## config.mk

```make
export PLATFORM = sky130hd
export DESIGN_NAME = date_difference_in_days_core
export DESIGN_NICKNAME = d
export VERILOG_FILES = /design/src/rtl/core/ddd_pkg.sv /design/src/rtl/core/ddd_pipe_ctrl.sv /design/src/rtl/core/ddd_day_num.sv /design/src/rtl/core/date_difference_in_days_core.sv
export SDC_FILE = /design/constraint.sdc
export NUM_CORES = 2
export LEC_CHECK = 0
export BUFFER_PORTS_ARGS = -buffer_cell sky130_fd_sc_hd__buf_2
export CELL_PAD_IN_SITES_DETAIL_PLACEMENT = 0
export CELL_PAD_IN_SITES_GLOBAL_PLACEMENT = 2
export CORE_ASPECT_RATIO = 1.5
export CORE_MARGIN = 2
export CORE_UTILIZATION = 44
export DETAILED_ROUTE_END_ITERATION = 8
export PLACE_DENSITY = 0.8
export SLEW_MARGIN = 40
export SYNTH_ARGS = -nofsm -noshare
export SYNTH_HDL_FRONTEND = slang
export SYNTH_SLANG_ARGS = --single-unit
```

## constraint.sdc

```tcl
create_clock -name clk_i -period 9.61 [get_ports clk_i]
set_clock_uncertainty 0.15 [all_clocks]
set_input_delay 0.4805 -clock clk_i [delete_from_list [all_inputs] [get_ports clk_i]]
set_output_delay 0.4805 -clock clk_i [all_outputs]
set_load 0.02 [all_outputs]
```

## src/rtl/core/ddd_pkg.sv

```systemverilog
// shared types, constants and calendar tables for the date difference core
package ddd_pkg;

  localparam int unsigned YearW   = 14;
  localparam int unsigned MonthW  = 4;
  localparam int unsigned DayW    = 5;
  localparam int unsigned CountW  = 22;
  localparam int unsigned DayNumW = 23;

  localparam logic [CountW-1:0] CountMax = {CountW{1'b1}};

  // x / 100 as (x * 5243) >> 19, exact for x below 2**15
  localparam int unsigned Div100Mul   = 5243;
  localparam int unsigned Div100Shift = 19;

  localparam logic [MonthW-1:0] MonthJan = 4'd1;
  localparam logic [MonthW-1:0] MonthFeb = 4'd2;
  localparam logic [MonthW-1:0] MonthDec = 4'd12;

  typedef struct packed {
    logic [YearW-1:0]  start_year;
    logic [MonthW-1:0] start_month;
    logic [DayW-1:0]   start_day;
    logic [YearW-1:0]  end_year;
    logic [MonthW-1:0] end_month;
    logic [DayW-1:0]   end_day;
    logic              include_end_day;
  } ddd_in_t;

  typedef struct packed {
    logic [CountW-1:0] day_count;
    logic              date_invalid;
  } ddd_out_t;

  typedef struct packed {
    logic [YearW-1:0]  year;
    logic [MonthW-1:0] month;
    logic [DayW-1:0]   day;
  } ddd_date_t;

  // per-stage load strobes of the pipeline
  typedef struct packed {
    logic s1;
    logic s2;
    logic s3;
    logic s4;
  } ddd_ld_t;

  function automatic logic [7:0] div100(input logic [YearW:0] x);
    logic [27:0] p;
    p = 28'(x) * 28'(Div100Mul);
    return p[Div100Shift+7:Div100Shift];
  endfunction

  function automatic logic [8:0] days_before_month(input logic [MonthW-1:0] m);
    logic [8:0] r;
    case (m)
      4'd1:    r = 9'd0;
      4'd2:    r = 9'd31;
      4'd3:    r = 9'd59;
      4'd4:    r = 9'd90;
      4'd5:    r = 9'd120;
      4'd6:    r = 9'd151;
      4'd7:    r = 9'd181;
      4'd8:    r = 9'd212;
      4'd9:    r = 9'd243;
      4'd10:   r = 9'd273;
      4'd11:   r = 9'd304;
      4'd12:   r = 9'd334;
      default: r = 9'd0;
    endcase
    return r;
  endfunction

  function automatic logic [DayW-1:0] month_len(input logic [MonthW-1:0] m,
                                                input logic leap);
    logic [DayW-1:0] r;
    case (m)
      4'd2:                   r = leap ? 5'd29 : 5'd28;
      4'd4, 4'd6, 4'd9, 4'd11: r = 5'd30;
      default:                r = 5'd31;
    endcase
    return r;
  endfunction

endpackage

```

## src/rtl/core/ddd_pipe_ctrl.sv

```systemverilog
// valid bits and per-stage load strobes of the four-stage pipeline
module ddd_pipe_ctrl import ddd_pkg::*; (
  input  logic    clk_i,
  input  logic    rst_ni,
  input  logic    in_valid_i,
  output logic    in_ready_o,
  output ddd_ld_t ld_o,
  output logic    out_valid_o,
  input  logic    out_ready_i
);

  logic v1_q, v2_q, v3_q, v4_q;

  // a stage loads when it is empty or its content moves on
  always_comb begin
    ld_o.s4 = !v4_q || out_ready_i;
    ld_o.s3 = !v3_q || ld_o.s4;
    ld_o.s2 = !v2_q || ld_o.s3;
    ld_o.s1 = !v1_q || ld_o.s2;
  end

  always_ff @(posedge clk_i or negedge rst_ni) begin
    if (!rst_ni) begin
      v1_q <= 1'b0;
      v2_q <= 1'b0;
      v3_q <= 1'b0;
      v4_q <= 1'b0;
    end else begin
      if (ld_o.s1) v1_q <= in_valid_i;
      if (ld_o.s2) v2_q <= v1_q;
      if (ld_o.s3) v3_q <= v2_q;
      if (ld_o.s4) v4_q <= v3_q;
    end
  end

  assign in_ready_o  = ld_o.s1;
  assign out_valid_o = v4_q;

endmodule

```

## src/rtl/core/ddd_day_num.sv

```systemverilog
// three-stage day number and date check for one calendar date
module ddd_day_num import ddd_pkg::*; (
  input  logic               clk_i,
  input  ddd_ld_t            ld_i,
  input  ddd_date_t          date_i,
  output logic [DayNumW-1:0] day_num_o,
  output logic               ok_o
);

  // stage 1: year products and quotients
  logic [YearW-1:0]   y1_q;
  logic [MonthW-1:0]  m1_q;
  logic [DayW-1:0]    d1_q;
  logic [DayNumW-1:0] mul365_d, mul365_q;
  logic [12:0]        q4_d, q4_q;
  logic [7:0]         qa_d, qa_q;
  logic [5:0]         q400_d, q400_q;
  logic [7:0]         q100_d, q100_q;
  logic [YearW:0]     y_ext, y_p3, y_p99, y_p399;

  always_comb begin
    y_ext    = {1'b0, date_i.year};
    y_p3     = y_ext + 15'd3;
    y_p99    = y_ext + 15'd99;
    y_p399   = y_ext + 15'd399;
    mul365_d = DayNumW'(date_i.year) * DayNumW'(365);
    q4_d     = y_p3[YearW:2];
    qa_d     = div100(y_p99);
    // (y + 399) / 400 as ((y + 399) / 4) / 100
    q400_d   = 6'(div100({2'b00, y_p399[YearW:2]}));
    q100_d   = div100(y_ext);
  end

  always_ff @(posedge clk_i) begin
    if (ld_i.s1) begin
      y1_q     <= date_i.year;
      m1_q     <= date_i.month;
      d1_q     <= date_i.day;
      mul365_q <= mul365_d;
      q4_q     <= q4_d;
      qa_q     <= qa_d;
      q400_q   <= q400_d;
      q100_q   <= q100_d;
    end
  end

  // stage 2: leap year and day count of the whole years
  logic [MonthW-1:0]  m2_q;
  logic [DayW-1:0]    d2_q;
  logic               leap_d, leap_q;
  logic [DayNumW-1:0] base_d, base_q;
  logic [YearW-1:0]   r100;

  always_comb begin
    r100   = y1_q - YearW'(YearW'(q100_q) * YearW'(100));
    leap_d = (r100 == '0) ? (q100_q[1:0] == 2'd0) : (y1_q[1:0] == 2'd0);
    base_d = mul365_q + DayNumW'(q4_q) - DayNumW'(qa_q) + DayNumW'(q400_q);
  end

  always_ff @(posedge clk_i) begin
    if (ld_i.s2) begin
      m2_q   <= m1_q;
      d2_q   <= d1_q;
      leap_q <= leap_d;
      base_q <= base_d;
    end
  end

  // stage 3: month offset, day and range check
  logic [DayNumW-1:0] dn_d, dn_q;
  logic               ok_d, ok_q;

  always_comb begin
    ok_d = (m2_q >= MonthJan) && (m2_q <= MonthDec) && (d2_q != '0) &&
           (d2_q <= month_len(m2_q, leap_q));
    dn_d = base_q + DayNumW'(days_before_month(m2_q)) +
           DayNumW'((m2_q > MonthFeb) && leap_q) + DayNumW'(d2_q);
  end

  always_ff @(posedge clk_i) begin
    if (ld_i.s3) begin
      dn_q <= dn_d;
      ok_q <= ok_d;
    end
  end

  assign day_num_o = dn_q;
  assign ok_o      = ok_q;

endmodule

```

## src/rtl/core/date_difference_in_days_core.sv

```systemverilog
// top level of the gregorian date difference core
//
// usage:
//   input channel in_valid_i / in_ready_o carries one item of two dates
//   (start, end) and an include-end-day flag; output channel out_valid_o /
//   out_ready_i returns one item per input item: the day count from start
//   to end (plus one when the flag is set, 0 or the flag alone when start
//   is not before end) and an invalid flag for impossible dates, which
//   forces the count to 0. counts beyond 22 bits saturate.
//   throughput: one item per cycle while out_ready_i is not held low;
//   four register stages, each with its own valid bit, the first three
//   computing both day numbers side by side and the last one doing the
//   subtract and saturate.
//   a stalled receiver holds the output item steady; upstream stages keep
//   filling empty slots, and in_ready_o falls only when all four are full.
//   reset clears every valid bit; the pipeline comes up empty and ready.
module date_difference_in_days_core import ddd_pkg::*; (
  input  logic     clk_i,
  input  logic     rst_ni,
  input  logic     in_valid_i,
  output logic     in_ready_o,
  input  ddd_in_t  in_data_i,
  output logic     out_valid_o,
  input  logic     out_ready_i,
  output ddd_out_t out_data_o
);

  ddd_ld_t            ld;
  ddd_date_t          start_date, end_date;
  logic [DayNumW-1:0] start_num, end_num;
  logic               start_ok, end_ok;
  logic               inc1_q, inc2_q, inc3_q;

  ddd_pipe_ctrl u_ctrl (
    .clk_i       (clk_i),
    .rst_ni      (rst_ni),
    .in_valid_i  (in_valid_i),
    .in_ready_o  (in_ready_o),
    .ld_o        (ld),
    .out_valid_o (out_valid_o),
    .out_ready_i (out_ready_i)
  );

  always_comb begin
    start_date.year  = in_data_i.start_year;
    start_date.month = in_data_i.start_month;
    start_date.day   = in_data_i.start_day;
    end_date.year    = in_data_i.end_year;
    end_date.month   = in_data_i.end_month;
    end_date.day     = in_data_i.end_day;
  end

  ddd_day_num u_start (
    .clk_i     (clk_i),
    .ld_i      (ld),
    .date_i    (start_date),
    .day_num_o (start_num),
    .ok_o      (start_ok)
  );

  ddd_day_num u_end (
    .clk_i     (clk_i),
    .ld_i      (ld),
    .date_i    (end_date),
    .day_num_o (end_num),
    .ok_o      (end_ok)
  );

  always_ff @(posedge clk_i) begin
    if (ld.s1) inc1_q <= in_data_i.include_end_day;
    if (ld.s2) inc2_q <= inc1_q;
    if (ld.s3) inc3_q <= inc2_q;
  end

  // stage 4: difference, flag and saturation
  logic [DayNumW-1:0] diff;
  logic [DayNumW:0]   sum;
  ddd_out_t           out_d, out_q;

  always_comb begin
    diff = (start_num < end_num) ? (end_num - start_num) : '0;
    sum  = {1'b0, diff} + (DayNumW+1)'(inc3_q);
    out_d.date_invalid = !start_ok || !end_ok;
    if (out_d.date_invalid) begin
      out_d.day_count = '0;
    end else if (sum > (DayNumW+1)'(CountMax)) begin
      out_d.day_count = CountMax;
    end else begin
      out_d.day_count = sum[CountW-1:0];
    end
  end

  always_ff @(posedge clk_i) begin
    if (ld.s4) out_q <= out_d;
  end

  assign out_data_o = out_q;

endmodule

```

==> summary.txt <==
Die
  – Number of top-level pins: between 70 and 80
  – Core area: 100000 µm²
  – Effective utilization at floorplan: 44.4%
  – Die width: 263 µm
  – Site row count: roughly 140
  – DIE HEIGHT: approximately 390 µm
  – Die area: slightly above 100000 µm²

Min path
  – Class of the tightest hold or removal check: input pin to asynchronous set/reset pin

Setup path
  – Signal arrival time at the worst endpoint: between 8000 and 9000 ps
  – Critical Path Start Type: input pin
  – Worst R2R Setup Slack: 4660 ps
  – Peak per-stage delay on the critical path: 580 ps
  – Start of the worst register-to-register path: u_end.day_num_o[11]$_DFFE_PP_
  – Top cell by count, worst path: inv_1
  – Element type at the critical path end: register
  – Data required time of the worst path: 9770 ps
  – Largest fanout on the critical path: 10
  – Worst path slowest cell: o41ai_1
  – Bufs and invs on worst path: 6
  – Start point of the critical path: in_data_i[12]
  – CP top delay family: adder cells
  – Worst setup path category: input pin to register

Timing
  – Shortest clock period the worst path allows after layout: just under 8000 ps
  – Unrepaired setup endpoints after global routing: false
  – Highest attainable clock frequency: approximately 130 MHz
  – Pin slew with the least headroom to its limit: approximately 800 ps
  – Final period utilization: 81.6%
  – Final Hold Violating Endpoints: 0
  – Worst max-slew margin expressed relative to the limit: between 40 and 50%
  – Worst path setup slack after routing: 1770 ps
  – Number of max-slew violations in the final report: 0
  – Total negative slack for setup checks: 0 ps
  – Setup-violating endpoint count in the final report: 0

Routing
  – Final routed DRC violation total: 0
  – Number of iterations in the first detailed-routing pass: 4
  – Vias/cell: between 4 and 5
  – Detail Route Antenna Nets: 0
  – Detailed router's first-iteration violation count: 1142
  – Number of vias after detailed routing: between 20000 and 30000
  – Final wirelength: between 100 and 150 mm
  – Post-detailed-route wirelength per cell: about 17 µm

Synth
  – Net count after synthesis: about 5800
  – Number of enable flip-flop cells after synthesis: 298
  – Top_reg_cell synth: edfxtp_1
  – Async S/R FF share, synth: 1.25%
  – Area contributors post-synth: ha_1, fa_1, edfxtp_1, inv_1, xnor2_1
  – Post-synthesis sequential area ratio: 21.2%
  – Cell area after technology mapping: approximately 44000 µm²
  – Count of mapped cells out of synthesis: about 4300
  – FF+latch count, synth: 320
  – Area share of the largest cell type after synthesis: between 20% and 30%
  – Cell accounting for the most synthesized area: ha_1
  – Most frequent cell after synthesis: inv_1
  – Leading cell types by count after synthesis: inv_1, ha_1, fa_1, edfxtp_1, xnor2_1
  – Number of unique standard cell types used by synthesis: 78
  – Average cell area after synthesis: between 10 and 15 µm²
  – Warnings from Yosys: 0

Finish
  – Syn-to-layout area delta: 8.35%
  – Fraction of final layout cells with drive strength greater than 1: 4.63%
  – Number of nets at the end of the flow: ~5900
  – Number of filler instances in the final layout: approximately 9500

Clock network
  – Clock root buffer master: clkbuf_16
  – CTS tree: done
  – Max clock buf depth: 3
  – Clock network latency to the later pin of the worst-skew pair: 580 ps
  – Number of sinks driven by the clock tree: 320
  – H-tree level count: 2
  – Clock slew at reported path FFs: ~60 ps
  – CTS Buf Count: 38

Global routing
  – Number of antenna violations at the first check in global routing: 2
  – Maximum number of pins on one net before global-route repair: approximately 140
  – Number of global-route vias before repair: ~32000
  – Grt total ovfl: 0
  – First-pass GRT wire length: roughly 170 mm
  – Overall fraction of global-route tracks in use: between 20% and 30%

Place
  – Final weighted congestion in routability-driven placement: ~0.9
  – Count of port buffers added during placement: 75
  – Pre-CTS setup slack: between 1000 and 1500 ps
  – Hpwl dp: 87.3 mm

Run status
  – Outcome: finished, final reports clean

Run
  – Max-cap check violation count: 0
==> cell type report <==
cell class	count	area [µm²]	area share, %
inverter	1112	4170	8.68
antenna	1	2.50	0.00520
tap	1296	1620	3.37
clock inverter	30	357	0.741
sequential	320	9410	19.6
timing repair buffer	112	738	1.53
multi-input combinational	2877	30800	64.1
clock buffer	40	980	2.04
==> layout by cell type (no fill, tap or decap), types with 39 or more instances in the layout <==
cell	instances
nor2b_1	43
inv_1	1111
nor2_1	160
buf_2	75
nor3_1	57
o21ai_0	99
clkbuf_16	39
nand2_1	144
ha_1	918
xnor2_1	200
xor2_1	67
a21o_1	59
nand3_1	62
fa_1	494
edfxtp_1	298
a21oi_1	131
==> what timing repair did <==
item	4_1_cts	5_1_grt
setup buffers	0	0
hold buffers	21	0
setup endpoints to repair	0	0
endpoints found under the hold margin	24	0
resized for setup	0	0
==> metrics by stage <==
| stage | instance area [µm²] | hold WS [ps] | util, % | instances |
|---|---|---|---|---|
| after floorplan | 44400 | 34.9 | - | 4333 |
| after global placement | 46400 | 138 | 46.4 | 5695 |
| after detailed placement | 46500 | 138 | 46.5 | 5695 |
| after CTS | 48000 | 43.1 | 48.0 | 5786 |
| after global routing | 48100 | 77.1 | 48.1 | 5787 |
| final | 48100 | 102 | 48.1 | 5788 |
==> cells by family (layout without fill, tap and decap cells) <==
kind of cell,after synthesis,in the layout,synth area share (%)
buffers and inverters,1136,1294,9.66
AOI/OAI and AO/OA,532,532,7.93
DFF,320,320,21.2
xor gates and xnor gates,277,277,5.47
muxes,17,17,0.403
other,0,1,0
and+or+nand+nor,639,639,7.19
adders and majority gates,1412,1412,48.2
==> worst paths after layout <==
path                       cells after the start                        endpoint
max reg2reg                                   17    out_data_o[18]$_SDFFCE_PP0P_
min                                            2  u_ctrl.out_valid_o$_DFFE_PN0P_
min reg2reg                                    0         u_end.d2_q[1]$_DFFE_PN_
min in group clk_i                             1     u_end.mul365_q[1]$_DFFE_PP_
max                                           27       u_end.q400_q[5]$_DFFE_PP_
max in group asynchronous                      2         u_ctrl.v2_q$_DFFE_PN0N_
==> state kept, by name (all words and copies together), names as in the netlist, 12 cells and up, named ones only <==
name	cells
u_start.base_q	23
u_end.base_q	23
u_start.mul365_q	23
u_start.day_num_o	23
out_data_o	23
u_start.y1_q	12
u_end.y1_q	12
u_start.q4_q	13
u_end.mul365_q	23
u_end.q4_q	13
u_end.day_num_o	23
==> routing by layer <==
layer | track usage [%] | vias up | wire length [µm]
li1 | - | 14500 | -
met1 | 22.3 | 13900 | 39200
met2 | 41.0 | 298 | 55800
met3 | 1.76 | 137 | 1960
met4 | 6.68 | 0 | 3530
met5 | 0 | - | 0
==> worst reg2reg max path: stages, from the launching register on <==
cell and delay [ps]:
edfxtp_1 370, ha_1 500, nand2_1 180, nor2_1 230
nand4_1 120, o21ai_1 460, a22oi_1 310, nor2_1 210
ha_1 210, nand3b_1 80, inv_1 100, nand4_1 180
nor4_1 570, nand4_1 300, nor2_1 310, nand4b_1 150
xor2_1 210, a21oi_2 70
Power is not shown: default switching activity piles up to over one toggle a cycle in this logic, so the estimate is an artifact.
